===== src/sv/csem_pkg.sv =====
package csem_pkg;

    // Two's complement semaphore count, wide enough for 0..65535 and the waiters below zero
    localparam int COUNT_W = 17;
    localparam int CFG_W   = 16;
    localparam logic [COUNT_W-1:0] COUNT_MAX = 17'd65535;

    // Request operation codes
    localparam logic [1:0] FUNC_WAIT   = 2'd0;
    localparam logic [1:0] FUNC_SIGNAL = 2'd1;
    localparam logic [1:0] FUNC_CLOSE  = 2'd2;

    // Result status codes
    localparam logic [1:0] STATUS_OK      = 2'd0;
    localparam logic [1:0] STATUS_BLOCKED = 2'd1;
    localparam logic [1:0] STATUS_CLOSED  = 2'd2;
    localparam logic [1:0] STATUS_FULL    = 2'd3;

    typedef enum logic [1:0] {
        ST_IDLE,
        ST_EXEC,
        ST_READ
    } state_t;

endpackage


===== src/sv/csem_ram.sv =====
module csem_ram #(
    parameter int WIDTH = 8,
    parameter int DEPTH = 16
) (
    input  logic                     clk,
    input  logic                     wr_en,
    input  logic [$clog2(DEPTH)-1:0] wr_addr,
    input  logic [WIDTH-1:0]         wr_data,
    input  logic                     rd_en,
    input  logic [$clog2(DEPTH)-1:0] rd_addr,
    output logic [WIDTH-1:0]         rd_data
);

    logic [WIDTH-1:0] mem [DEPTH];
    logic [WIDTH-1:0] rd_data_reg;

    always_ff @(posedge clk)
    begin
        if (wr_en)
        begin
            mem[wr_addr] <= wr_data;
        end
        // Hold the last read word until the next read
        if (rd_en)
        begin
            rd_data_reg <= mem[rd_addr];
        end
    end

    assign rd_data = rd_data_reg;

endmodule


===== src/sv/counting_semaphore_wait_queue_unit.sv =====
// Counting semaphore with a FIFO wait queue of QUEUE_DEPTH thread ids held in a
// synchronous RAM. Requests arrive on the s_ stream (tuser = operation, tdata = thread id)
// and results leave on the m_ stream (tuser = status and released flag, tdata = released
// thread, tlast on the final result of a request). One request is handled at a time: a wait,
// a signal that releases nothing, a close of an empty queue or an unused operation is
// accepted and then executed; a signal that releases a thread adds the queue RAM read; a
// close of a non-empty queue drains every queued thread through the single RAM read port at
// one word per cycle while m_tready stays high. Writing cfg_data loads the count, reopens
// the semaphore and empties the queue without releasing anyone; it is taken in any cycle
// but is meant for an idle block.
module counting_semaphore_wait_queue_unit #(
    parameter int QUEUE_DEPTH    = 16,
    parameter int THREAD_ID_BITS = 8
) (
    input  logic                                      clk,
    input  logic                                      rst_n,
    input  logic                                      s_tvalid,
    output logic                                      s_tready,
    // thread_id
    input  logic [((THREAD_ID_BITS+7)/8)*8-1:0]       s_tdata,
    // func
    input  logic [1:0]                                s_tuser,
    output logic                                      m_tvalid,
    input  logic                                      m_tready,
    // released_thread
    output logic [((THREAD_ID_BITS+7)/8)*8-1:0]       m_tdata,
    // status [1:0], released_valid [2]
    output logic [2:0]                                m_tuser,
    output logic                                      m_tlast,
    input  logic                                      cfg_valid,
    output logic                                      cfg_ready,
    input  logic [csem_pkg::CFG_W-1:0]                cfg_data
);
    import csem_pkg::*;

    localparam int DATA_W = ((THREAD_ID_BITS + 7) / 8) * 8;
    localparam int PTR_W  = $clog2(QUEUE_DEPTH);
    localparam int USED_W = $clog2(QUEUE_DEPTH + 1);

    state_t                    state_reg, state_next;
    logic [1:0]                req_func_reg, req_func_next;
    logic [THREAD_ID_BITS-1:0] req_thread_reg, req_thread_next;
    logic [COUNT_W-1:0]        count_reg, count_next;
    logic                      open_reg, open_next;
    logic [PTR_W-1:0]          head_reg, head_next;
    logic [PTR_W-1:0]          tail_reg, tail_next;
    logic [USED_W-1:0]         used_reg, used_next;

    logic                      m_valid_reg, m_valid_next;
    logic [1:0]                out_status_reg, out_status_next;
    logic                      out_rvalid_reg, out_rvalid_next;
    logic [THREAD_ID_BITS-1:0] out_thread_reg, out_thread_next;
    logic                      out_last_reg, out_last_next;

    logic                      ram_wr_en;
    logic                      ram_rd_en;
    logic [PTR_W-1:0]          ram_rd_addr;
    logic [THREAD_ID_BITS-1:0] ram_rd_data;

    logic                      out_free;
    logic                      count_le_zero;
    logic [PTR_W-1:0]          head_inc;
    logic [PTR_W-1:0]          tail_inc;

    csem_ram #(
        .WIDTH (THREAD_ID_BITS),
        .DEPTH (QUEUE_DEPTH)
    ) u_queue_ram (
        .clk     (clk),
        .wr_en   (ram_wr_en),
        .wr_addr (tail_reg),
        .wr_data (req_thread_reg),
        .rd_en   (ram_rd_en),
        .rd_addr (ram_rd_addr),
        .rd_data (ram_rd_data)
    );

    assign out_free      = !m_valid_reg || m_tready;
    assign count_le_zero = count_reg[COUNT_W-1] || (count_reg == '0);
    assign head_inc      = (head_reg == PTR_W'(QUEUE_DEPTH - 1)) ? '0 : head_reg + PTR_W'(1);
    assign tail_inc      = (tail_reg == PTR_W'(QUEUE_DEPTH - 1)) ? '0 : tail_reg + PTR_W'(1);

    always_ff @(posedge clk or negedge rst_n)
    begin
        if (!rst_n)
        begin
            state_reg   <= ST_IDLE;
            count_reg   <= '0;
            open_reg    <= 1'b1;
            head_reg    <= '0;
            tail_reg    <= '0;
            used_reg    <= '0;
            m_valid_reg <= 1'b0;
        end
        else
        begin
            state_reg   <= state_next;
            count_reg   <= count_next;
            open_reg    <= open_next;
            head_reg    <= head_next;
            tail_reg    <= tail_next;
            used_reg    <= used_next;
            m_valid_reg <= m_valid_next;
        end
    end

    always_ff @(posedge clk)
    begin
        req_func_reg   <= req_func_next;
        req_thread_reg <= req_thread_next;
        out_status_reg <= out_status_next;
        out_rvalid_reg <= out_rvalid_next;
        out_thread_reg <= out_thread_next;
        out_last_reg   <= out_last_next;
    end

    always_comb
    begin
        state_next      = state_reg;
        req_func_next   = req_func_reg;
        req_thread_next = req_thread_reg;
        count_next      = count_reg;
        open_next       = open_reg;
        head_next       = head_reg;
        tail_next       = tail_reg;
        used_next       = used_reg;
        m_valid_next    = m_valid_reg && !m_tready;
        out_status_next = out_status_reg;
        out_rvalid_next = out_rvalid_reg;
        out_thread_next = out_thread_reg;
        out_last_next   = out_last_reg;
        ram_wr_en       = 1'b0;
        ram_rd_en       = 1'b0;
        ram_rd_addr     = head_reg;

        unique case (state_reg)
            ST_IDLE:
            begin
                if (s_tvalid)
                begin
                    req_func_next   = s_tuser;
                    req_thread_next = s_tdata[THREAD_ID_BITS-1:0];
                    state_next      = ST_EXEC;
                end
            end

            ST_EXEC:
            begin
                // Default result: one word, nothing released; hold a waiting word
                if (out_free)
                begin
                    out_status_next = STATUS_OK;
                    out_rvalid_next = 1'b0;
                    out_thread_next = '0;
                    out_last_next   = 1'b1;
                end
                priority if (req_func_reg == FUNC_CLOSE)
                begin
                    if (used_reg == '0)
                    begin
                        if (out_free)
                        begin
                            open_next    = 1'b0;
                            m_valid_next = 1'b1;
                            state_next   = ST_IDLE;
                        end
                    end
                    else
                    begin
                        open_next  = 1'b0;
                        ram_rd_en  = 1'b1;
                        state_next = ST_READ;
                    end
                end
                else if (req_func_reg != FUNC_WAIT && req_func_reg != FUNC_SIGNAL)
                begin
                    if (out_free)
                    begin
                        m_valid_next = 1'b1;
                        state_next   = ST_IDLE;
                    end
                end
                else if (!open_reg)
                begin
                    if (out_free)
                    begin
                        out_status_next = STATUS_CLOSED;
                        m_valid_next    = 1'b1;
                        state_next      = ST_IDLE;
                    end
                end
                else if (req_func_reg == FUNC_WAIT)
                begin
                    if (out_free)
                    begin
                        m_valid_next = 1'b1;
                        state_next   = ST_IDLE;
                        if (!count_le_zero)
                        begin
                            count_next = count_reg - COUNT_W'(1);
                        end
                        else if (used_reg == USED_W'(QUEUE_DEPTH))
                        begin
                            out_status_next = STATUS_FULL;
                        end
                        else
                        begin
                            // Park the caller at the tail
                            ram_wr_en       = 1'b1;
                            tail_next       = tail_inc;
                            used_next       = used_reg + USED_W'(1);
                            count_next      = count_reg - COUNT_W'(1);
                            out_status_next = STATUS_BLOCKED;
                        end
                    end
                end
                else
                begin
                    if (count_reg[COUNT_W-1] && used_reg != '0)
                    begin
                        // Fetch the oldest waiter; the result word is built in ST_READ
                        count_next = count_reg + COUNT_W'(1);
                        ram_rd_en  = 1'b1;
                        state_next = ST_READ;
                    end
                    else if (out_free)
                    begin
                        if (count_reg != COUNT_MAX)
                        begin
                            count_next = count_reg + COUNT_W'(1);
                        end
                        m_valid_next = 1'b1;
                        state_next   = ST_IDLE;
                    end
                end
            end

            ST_READ:
            begin
                if (out_free)
                begin
                    out_status_next = STATUS_OK;
                    out_rvalid_next = 1'b1;
                    out_thread_next = ram_rd_data;
                    out_last_next   = (req_func_reg != FUNC_CLOSE) || (used_reg == USED_W'(1));
                    m_valid_next    = 1'b1;
                    head_next       = head_inc;
                    used_next       = used_reg - USED_W'(1);
                    if (req_func_reg == FUNC_CLOSE && used_reg > USED_W'(1))
                    begin
                        // Keep draining: fetch the next entry
                        ram_rd_en   = 1'b1;
                        ram_rd_addr = head_inc;
                    end
                    else
                    begin
                        state_next = ST_IDLE;
                    end
                end
            end

            default:
            begin
                state_next = ST_IDLE;
            end
        endcase

        // Register write: reload count, reopen, drop the queue
        if (cfg_valid)
        begin
            count_next = COUNT_W'(cfg_data);
            open_next  = 1'b1;
            head_next  = '0;
            tail_next  = '0;
            used_next  = '0;
            state_next = ST_IDLE;
        end
    end

    assign s_tready  = (state_reg == ST_IDLE);
    assign cfg_ready = 1'b1;
    assign m_tvalid  = m_valid_reg;
    assign m_tdata   = DATA_W'(out_thread_reg);
    assign m_tuser   = {out_rvalid_reg, out_status_reg};
    assign m_tlast   = out_last_reg;

`ifndef SYNTHESIS
    a_used_bound: assert property (@(posedge clk) disable iff (!rst_n)
        used_reg <= USED_W'(QUEUE_DEPTH))
        else $error("wait queue occupancy above depth");

    a_ptr_match: assert property (@(posedge clk) disable iff (!rst_n)
        (used_reg == '0 || used_reg == USED_W'(QUEUE_DEPTH)) |-> head_reg == tail_reg)
        else $error("queue pointers disagree with occupancy");

    a_neg_count_waiters: assert property (@(posedge clk) disable iff (!rst_n)
        (open_reg && state_reg == ST_IDLE && count_reg[COUNT_W-1])
            |-> (count_reg + COUNT_W'(used_reg)) == '0)
        else $error("negative count does not match number of waiters");

    a_pos_count_empty: assert property (@(posedge clk) disable iff (!rst_n)
        (open_reg && state_reg == ST_IDLE && !count_reg[COUNT_W-1]) |-> used_reg == '0)
        else $error("waiters queued while count is not negative");
`endif

endmodule


===== config.mk =====
export PLATFORM = sky130hd
export DESIGN_NAME = counting_semaphore_wait_queue_unit
export DESIGN_NICKNAME = d
export VERILOG_FILES = /design/src/sv/csem_pkg.sv /design/src/sv/csem_ram.sv /design/src/sv/counting_semaphore_wait_queue_unit.sv
export SDC_FILE = /design/constraint.sdc
export NUM_CORES = 1
export LEC_CHECK = 0
export BUFFER_PORTS_ARGS = -buffer_cell sky130_fd_sc_hd__buf_2
export CORE_MARGIN = 5
export CORE_UTILIZATION = 45
export CTS_CLUSTER_DIAMETER = 40
export DETAILED_ROUTE_END_ITERATION = 10
export SLEW_MARGIN = 20
export SYNTH_ARGS = -nofsm -noshare
export SYNTH_HDL_FRONTEND = slang
export SYNTH_SLANG_ARGS = --single-unit

===== constraint.sdc =====
create_clock -name clk -period 3.1 [get_ports clk]
set_input_delay 0.62 -clock clk [delete_from_list [all_inputs] [get_ports clk]]
set_output_delay 0.62 -clock clk [all_outputs]
set_load 0.1 [all_outputs]

==> results list, run 1 <==
- Antenna violations before repair: 0
- The number of buffers and inverters on the critical path is 1.
- The H-tree was split into 4 levels.
- Clock latency on the worst-skew pair, taken at its later pin, is ~430 ps.
- Data arrival time at the worst-slack endpoint: between 3000 and 4000 ps
- The number of global-route vias before repair came to 6,624.
- Clock skew on the completed layout was measured at 11.81 ps.
- Kind of start point of the critical path: flip-flop
- Sequence of cells on the critical path: inv_1 -> ha_1 -> o21bai_2 -> a2111o_1 -> mux2_8 -> mux2i_1 -> mux2_1 -> o221ai_1
- Final Critical Period: approximately 3000 ps
* Die Ht: roughly 160 um
- Clock transition time at the flip-flop clock pins of the worst setup and hold paths: 70 ps
- Library cell contributing the largest single delay on the critical path: sky130_fd_sc_hd__a2111o_1
* Number of cell rows: 54
* Area of the core: ~22,000 sq um
* Setup fix buffers added after clock tree synthesis: 0
* Gate count after technology mapping: approximately 800
- Fraction of final layout cells sized beyond drive strength 1: 0.1347
* Area growth from synthesis to layout: 11.87%
- The clock net in this run drives a total of roughly 190 sinks.
- Leakage power: 0.003837 uW
- Setup violations remaining at the end of the flow were counted as 0.
- Die area: between 20,000 and 30,000 sq um
- Warning count from the yosys run: 0
* Placer Congestion: 0.9101
* Measured slew at the worst slew-check pin: a little under 900 ps
- Detailed placement finished with a half-perimeter wire length of 16.34 mm.
* Max-slew violations: 0
* Routed len/inst: around 21 um
- Max-Slew Margin vs Limit: 0.4135
- Max Buffers Root-to-Sink: 2
- Horiz. Die Dim: about 160 um
- Number of CTS-inserted buffers: 17
- Entering global routing, the biggest net connects 35 pins.
- Net count reported at finish: between 900 and 1,000
- The placed instances occupy a cell area of ~11,000 sq um.
* Largest delay contributor family on the critical path: multiplexers
- Critical Path Max Stage Delay: roughly 530 ps
* Count of boundary I/O pins: 46
- Quantity of I/O buffers inserted on ports: 44
* Library cell used as clock root buffer: sky130_fd_sc_hd__clkbuf_16
* Crit end category: flip-flop
* Number of design rule violations left after detail routing: 0
- Effective utilization at floorplan: 0.4573
* Cell Area, Synth: 9980 sq um
* Path class of the lowest-slack min-delay path: in -> async
- Routed via count: about 6,600
- Post-Synthesis Net Count: between 800 and 900
* Setup Slack @ Placement: ~65 ps
- Count of maximum capacitance violations: 0
- The first detailed-routing pass ran for 6 iterations.
* Final Instance Area: 11,160 sq um
- Commonest non-fill, non-tap cells in the layout: sky130_fd_sc_hd__edfxtp_1 (158), sky130_fd_sc_hd__mux2i_1 (126), sky130_fd_sc_hd__nor2_1 (55)
* Violation count after the first detailed-routing iteration: ~520
* Share of synthesized flip-flops with an asynchronous set or reset: 0.1771
* Sum of negative setup slack: 0 ps
- Power per cell area: between 500 and 600 nW/um^2
* Final hold violations: 0
- Final worst setup slack: between 100 and 150 ps
* Detailed Route WL: 23.81 mm
- Portion of the post-synthesis area used by sequential elements: 0.5608
- Number of synthesized register bits: 192
- Fill cells in the final layout number between 1,500 and 2,000.
- Summed over all layers, the global routing overflow is 0.
- Primary FF master, synth: sky130_fd_sc_hd__edfxtp_1
- Number of flip-flops in the largest register: ~130
- Worst VDD drop: roughly 0.39 mV
- Timing-limited maximum frequency: around 340 MHz
- Unrepaired setup endpoints after global routing: false
- Average instance area after synthesis: around 12 sq um
- Run status: finished, final reports clean
* Critical path type: reg -> reg
- TritonCTS clock tree: done
* ANT cells: 0
* Global-route usage over all layers: 0.1867
- Number of enable flip-flop cells after synthesis: 158
* Via density: 5.825
- Critical Path RT: approximately 3200 ps
- Distinct cells, synth: between 70 and 80
- Biggest fanout along the worst timing path: 32
- Most common library cell in the layout ignoring fill and taps: sky130_fd_sc_hd__edfxtp_1
- First-pass GRT wire length: 37.56 mm
- Ratio of final minimum period to clock period: 0.9539
- The detail route stage leaves a number of antenna-violating nets equal to 0.
## metal layers
metal | vias to the layer above | GRT usage | part of all wire
li1 | 3159 | - | -
met1 | 3301 | 0.2686 | 0.47
met2 | 161 | 0.2982 | 0.47
met3 | 25 | 0.02955 | 0.042
met4 | 0 | 0.04731 | 0.013
met5 | - | 0 | 0
## final cells by class
type,count,area [sq um],area share
Clock buffer,18,429.2,0.03844
Clock inverter,11,133.9,0.01199
Inverter,18,71.32,0.006388
Multi-Input combinational cell,547,4104,0.3676
Sequential cell,192,5598,0.5014
Tap cell,280,350.3,0.03138
Timing Repair Buffer,75,478.0,0.04281
## synthesized netlist by cell type, types with 3 or more instances
| cell | instances | area [sq um] |
|---|---|---|
| sky130_fd_sc_hd__o21a_1 | 3 | 22.52 |
| sky130_fd_sc_hd__clkbuf_1 | 23 | 86.33 |
| sky130_fd_sc_hd__nand3_1 | 18 | 90.09 |
| sky130_fd_sc_hd__or4_1 | 3 | 22.52 |
| sky130_fd_sc_hd__a31oi_1 | 12 | 75.07 |
| sky130_fd_sc_hd__nor4_1 | 9 | 56.30 |
| sky130_fd_sc_hd__buf_1 | 4 | 15.01 |
| sky130_fd_sc_hd__a211o_1 | 4 | 35.03 |
| sky130_fd_sc_hd__edfxtp_1 | 158 | 4745 |
| sky130_fd_sc_hd__nor3_1 | 27 | 135.1 |
| sky130_fd_sc_hd__nand4_1 | 10 | 62.56 |
| sky130_fd_sc_hd__mux2i_1 | 126 | 1261 |
| sky130_fd_sc_hd__o31ai_1 | 5 | 37.54 |
| sky130_fd_sc_hd__nor4b_1 | 4 | 35.03 |
| sky130_fd_sc_hd__o21ai_0 | 23 | 115.1 |
| sky130_fd_sc_hd__o211ai_1 | 6 | 45.04 |
| sky130_fd_sc_hd__inv_1 | 17 | 63.81 |
| sky130_fd_sc_hd__nand2b_1 | 8 | 50.05 |
| sky130_fd_sc_hd__a21oi_1 | 32 | 160.2 |
| sky130_fd_sc_hd__nor2b_1 | 9 | 56.30 |
| sky130_fd_sc_hd__nand3b_1 | 3 | 22.52 |
| sky130_fd_sc_hd__buf_4 | 5 | 37.54 |
| sky130_fd_sc_hd__buf_2 | 8 | 40.04 |
| sky130_fd_sc_hd__and3_1 | 10 | 62.56 |
| sky130_fd_sc_hd__o221ai_1 | 8 | 70.07 |
| sky130_fd_sc_hd__and2_1 | 26 | 162.7 |
| sky130_fd_sc_hd__mux2_1 | 16 | 180.2 |
| sky130_fd_sc_hd__a21o_1 | 3 | 22.52 |
| sky130_fd_sc_hd__buf_6 | 4 | 45.04 |
| sky130_fd_sc_hd__or3_1 | 3 | 18.77 |
| sky130_fd_sc_hd__dfrtp_1 | 33 | 825.8 |
| sky130_fd_sc_hd__nand2_1 | 35 | 131.4 |
| sky130_fd_sc_hd__o32a_1 | 9 | 90.09 |
| sky130_fd_sc_hd__ha_1 | 27 | 337.8 |
| sky130_fd_sc_hd__nor2_1 | 55 | 206.5 |
| sky130_fd_sc_hd__xnor2_1 | 9 | 78.83 |
## cells by family (layout without fill, tap and decap cells)
family                     count (synthesis)  count (layout)  share of synthesized area
and+or+nand+nor                          232             232                     0.1231
DFF                                      192             192                     0.5608
muxes                                    145             145                     0.1486
AOI/OAI and AO/OA                        130             130                    0.09240
buffers and inverters                     62             122                    0.02921
adders and majority gates                 28              28                    0.03586
xor gates and xnor gates                  11              11                   0.009655
other                                      1               1                  0.0003758
## worst paths after layout
check | startpoint | end | slack [ps] | cells after the start
worst min register to register | open_reg | open_reg | 490 | 2
worst max register to register | used_reg[1] | u_queue_ram.rd_data[2] | 140 | 8
max in group asynchronous | rst_n | head_reg[1] | 2200 | 1
worst max-delay path | used_reg[1] | u_queue_ram.rd_data[2] | 140 | 8
worst min-delay path | rst_n | head_reg[2] | 310 | 1
min in group clk | s_tdata[3] | req_thread_reg[3] | 360 | 1
## report_power, final
| group | internal (uW) | leakage [uW] | switching, uW |
|---|---|---|---|
| registers | 2850 | 0.00186 | 91.7 |
| logic | 178 | 0.00171 | 338 |
| clock network | 1190 | 0.000267 | 968 |
| total | 4220 | 0.00384 | 1400 |
## timing repair
action	in CTS	in global routing
hold buffers	0	0
setup endpoints to repair	0	6
hold endpoints to repair	0	0
gates resized for setup	0	3
## per-stage QoR
| stage | cells | util | hold WS (ps) | total power (uW) |
|---|---|---|---|---|
| 2_1_floorplan | 801 | - | 324.4 | 3332 |
| 3_3_place_gp | 1112 | 0.4850 | 482.3 | 3492 |
| 3_5_place_dp | 1112 | 0.4850 | 481.1 | 3507 |
| 4_1_cts | 1141 | 0.5108 | 321.3 | 5636 |
| 5_1_grt | 1141 | 0.5116 | 343.5 | 5810 |
| 6_report | 1141 | 0.5116 | 309.9 | 5615 |
Note: power is estimated with default switching activity, not from simulation.
==> run 2, diff against run 1 <==
- CAP_MARGIN: default -> 25
- CORE_ASPECT_RATIO: default -> 0.7
- GPL_TIMING_DRIVEN: default -> 0
==> run 2 against run 1 <==
Net effect:
- global-route usage up 1.2 points
- non-clock buffer count up 26
- critical endpoint unchanged
- maximum frequency down 1.6%
- hold slack worse by 12 ps
- clock power up 3%
- via count up 4.7%
- critical path depth up 3
- flip-flop and latch count unchanged
==> results list, run 2 (synthesis results as in run 1) <==
- Path class of the lowest-slack min-delay path: in -> async
* Cts-stage hold buffer count: 0 (unchanged)
* Worst VDD drop: 0.3717 mV (-3.5%)
- The clock transition at the registers of the reported paths is 80 ps (about the same).
- Quantity of I/O buffers inserted on ports: 43 (-2.3%)
- Total met3 wirelength after detailed routing: 2.009 mm (+100%)
- The final cycle utilization of the critical path was 0.9692 (+0.01526).
* Power per cell area: 499.9 nW/um^2 (-0.61%)
- The amount of wire on met2 after detailed routing is 10.54 mm (-5.9%).
- The detailed router used layers up to and including met4.
- Power spent charging and discharging nets: 1516 uW (+8.4%)
* Number of flip-flops in the largest register: 128 (unchanged)
* Number of CTS-inserted buffers: 17 (unchanged)
- First-pass GRT wire length: 38.49 mm (+2.5%)
- Final hold violations: 0 (unchanged)
* Initial DRT Pass Iterations: 5 (-1)
- The worst setup skew after layout was 14.08 ps (+2.270 ps).
* Die area: 25,300 sq um (+0.19%)
- The largest net degree at the start of global routing is 35 (unchanged).
* Setup Slack @ Placement: -690.9 ps (-755.8 ps)
- Share of total power consumed by net switching: 0.2653 (+0.01627)
* Crit path top cell by count: sky130_fd_sc_hd__buf_6
- The slack of the worst reg-to-reg path was 100 ps (-50 ps).
* Routed via count: 6,956 (+4.7%)
- Detailed Route WL: 25.05 mm (+5.2%)
- Number of sinks driven by the clock tree: 192 (unchanged)
- Via density: 5.925 (+1.7%)
- Among all stages on the critical path, the largest delay is contributed by sky130_fd_sc_hd__dfrtp_2.
- Fraction of final layout cells sized beyond drive strength 1: 0.1738 (+0.03904)
* Area of the core: 21,730 sq um (-0.41%)
- Global-route usage over all layers: 0.1991 (+0.01238)
* Capturing point of the worst reg2reg path: u_queue_ram.rd_data[2]
* Internal power consumption: 4199 uW (-0.41%)
- Reg2reg path depth: 11 (+3)
* Critical Path Max Stage Delay: 410 ps (-120 ps)
- Max-slew violations: 0 (unchanged)
- Sum of negative setup slack: 0 ps (unchanged)
- Reg power frac: 0.514 (-0.010)
* Crit end category: flip-flop
* Final cell count without fillers: 1,174 (+2.9%)
* Worst skew pair latency: 440 ps (about the same)
* Critical path type: reg -> reg
- Net count reported at finish: 938 (+3.1%)
- The endpoint required time on the critical path came to 3370 ps (+130 ps).
- The post-route DRC violation count is 0 (unchanged).
* Biggest fanout along the worst timing path: 10 (-69%)
- TritonCTS clock tree: done
* Overall power consumption: 5716 uW (+1.8%)
- The clock tree buffer depth was 2 (unchanged).
- Level count of the clock H-tree: 4 (unchanged)
- The starting density of the core came to 0.4592 (+0.001895).
- Final core utilization: 0.5261 (+0.01456)
- Count of buffer and inverter cells on the critical path: 4 (+3)
- Leaving out fill and tap cells, the most frequent cell in the layout is sky130_fd_sc_hd__edfxtp_1.
- Horiz. Die Dim: 188.0 um (+18%)
- The tree is rooted in a sky130_fd_sc_hd__clkbuf_16.
* Kind of start point of the critical path: flip-flop
* Fraction of power consumed by combinational cells: 0.097 (+0.005)
- ANT cells: 0 (unchanged)
- Measured slew at the worst slew-check pin: 990.4 ps (+110.7 ps)
- The number of global-route vias before repair came to 6,632 (+0.12%).
- The cell count after placement was 1,126 (+1.3%).
- Worst r2r src: used_reg[1]
* Overflow left after global routing: 0 (unchanged)
* Count of maximum capacitance violations: 0 (unchanged)
* Met1 Wirelength: 12.20 mm (+8.0%)
- Placer Congestion: 0.9000 (-1.1%)
- The minimum setup slack in the final design came to 95.59 ps (-47.31 ps).
- The run finished with clean final reports.
* Count of boundary I/O pins: 46 (unchanged)
- Violation count after the first detailed-routing iteration: 750 (+45%)
- The highest attainable clock frequency came to 332.8 MHz (-1.6%).
- The per-cell routed wire length came to 21.34 um (+2.2%).
- Final Critical Period: 3004 ps (+47.31 ps)
- The library cells used most frequently in the layout, excluding fill and tap cells, are sky130_fd_sc_hd__edfxtp_1 (158), sky130_fd_sc_hd__mux2i_1 (123), sky130_fd_sc_hd__nor2_1 (55).
- The detailed placer's ending HPWL is 17.58 mm (+7.6%).
* Largest delay contributor family on the critical path: multiplexers
- The data arrival time of the critical path came to 3270 ps (+170 ps).
* Part of the power in the clock network: 0.389 (+0.005)
- The worst max-slew margin expressed relative to the limit came to 0.3397 (-0.07378).
- Leakage power: 0.003915 uW (+2.0%)
* Setup Viol. Count Final: 0 (unchanged)
- The number of nets with antenna violations after detailed routing came to 0 (unchanged).
- Area growth from synthesis to layout: 14.58%
- The number of antenna violations at the first check in global routing was 0 (unchanged).
* Die Ht: 134.6 um (-15%)
- Sequence of cells on the critical path: inv_1 -> ha_1 -> o21bai_2 -> a2111o_1 -> buf_2 -> mux2_4 -> buf_6 -> buf_6 -> mux2i_1 -> mux2_1 -> o221ai_1
- Number of cell rows: 45 (-17%)
-- run 2: cell types whose count changed in the layout (fill, tap and decap cells not counted), moves of 5 or more --
cell                       before  now
sky130_fd_sc_hd__and2_1        26   18
sky130_fd_sc_hd__buf_6          0    5
sky130_fd_sc_hd__o221ai_1       8    2
sky130_fd_sc_hd__buf_2         44   50
sky130_fd_sc_hd__o221ai_2       0    6
sky130_fd_sc_hd__and2_2         0    8
sky130_fd_sc_hd__buf_4         29   19
sky130_fd_sc_hd__clkbuf_1       1   22
-- run 2: layer usage --
metal | GRT usage | vias to the layer above
li1 | - | 3220
met1 | 0.3072 | 3442
met2 | 0.2851 | 281
met3 | 0.04289 | 13
met4 | 0.05012 | 0
met5 | 0 | -
-- run 2: area by class of cell --
type,count,area (sq um)
fillers,1846,10300
repair buffers,57,320.3
inverters,18,71.32
flip-flops and latches,192,5599
clock buffers,18,429.2
plain buffers,44,235.2
repair inverters,2,12.51
multi-input cells,547,4248
well taps,282,352.8
clock inverters,14,166.4
-- run 2: worst max path at each step --
| stage | start | endpoint | slack (ps) | depth (start not counted) |
|---|---|---|---|---|
| after floorplan | req_func_reg[0] | count_reg[7] | 120 | 10 |
| after CTS | used_reg[0] | u_queue_ram.rd_data[0] | 6 | 10 |
| after detailed placement | req_func_reg[0] | count_reg[9] | -690 | 10 |
| final | used_reg[1] | u_queue_ram.rd_data[2] | 100 | 11 |
| after global placement | req_func_reg[0] | count_reg[9] | -500 | 10 |
| after global routing | used_reg[1] | u_queue_ram.rd_data[4] | -30 | 11 |
-- run 2: repair_timing --
action / CTS / global route
pin swaps: 1 / 1
endpoints found under the setup margin: 51 / 86
gates resized for setup: 15 / 31
cloned: 2 / 0
buffers inserted: 4 / 10
-- run 2: metrics by stage --
step                      hold WS (ps)  cell area, sq um
after floorplan                  324.4              9980
after global placement           473.9             10550
after detailed placement         483.1             10550
after CTS                        301.8             11250
after global routing             332.2             11430
final                            298.2             11430
-- run 2: power groups by stage --
stage | clock, uW | combinational (uW) | sequential [uW]
finish | 2220 | 555 | 2940
global route | 2370 | 602 | 2950
CTS | 2260 | 522 | 2930
detailed placement | 0 | 504 | 2990
global placement | 0 | 491 | 2990
floorplan | 0 | 312 | 3020
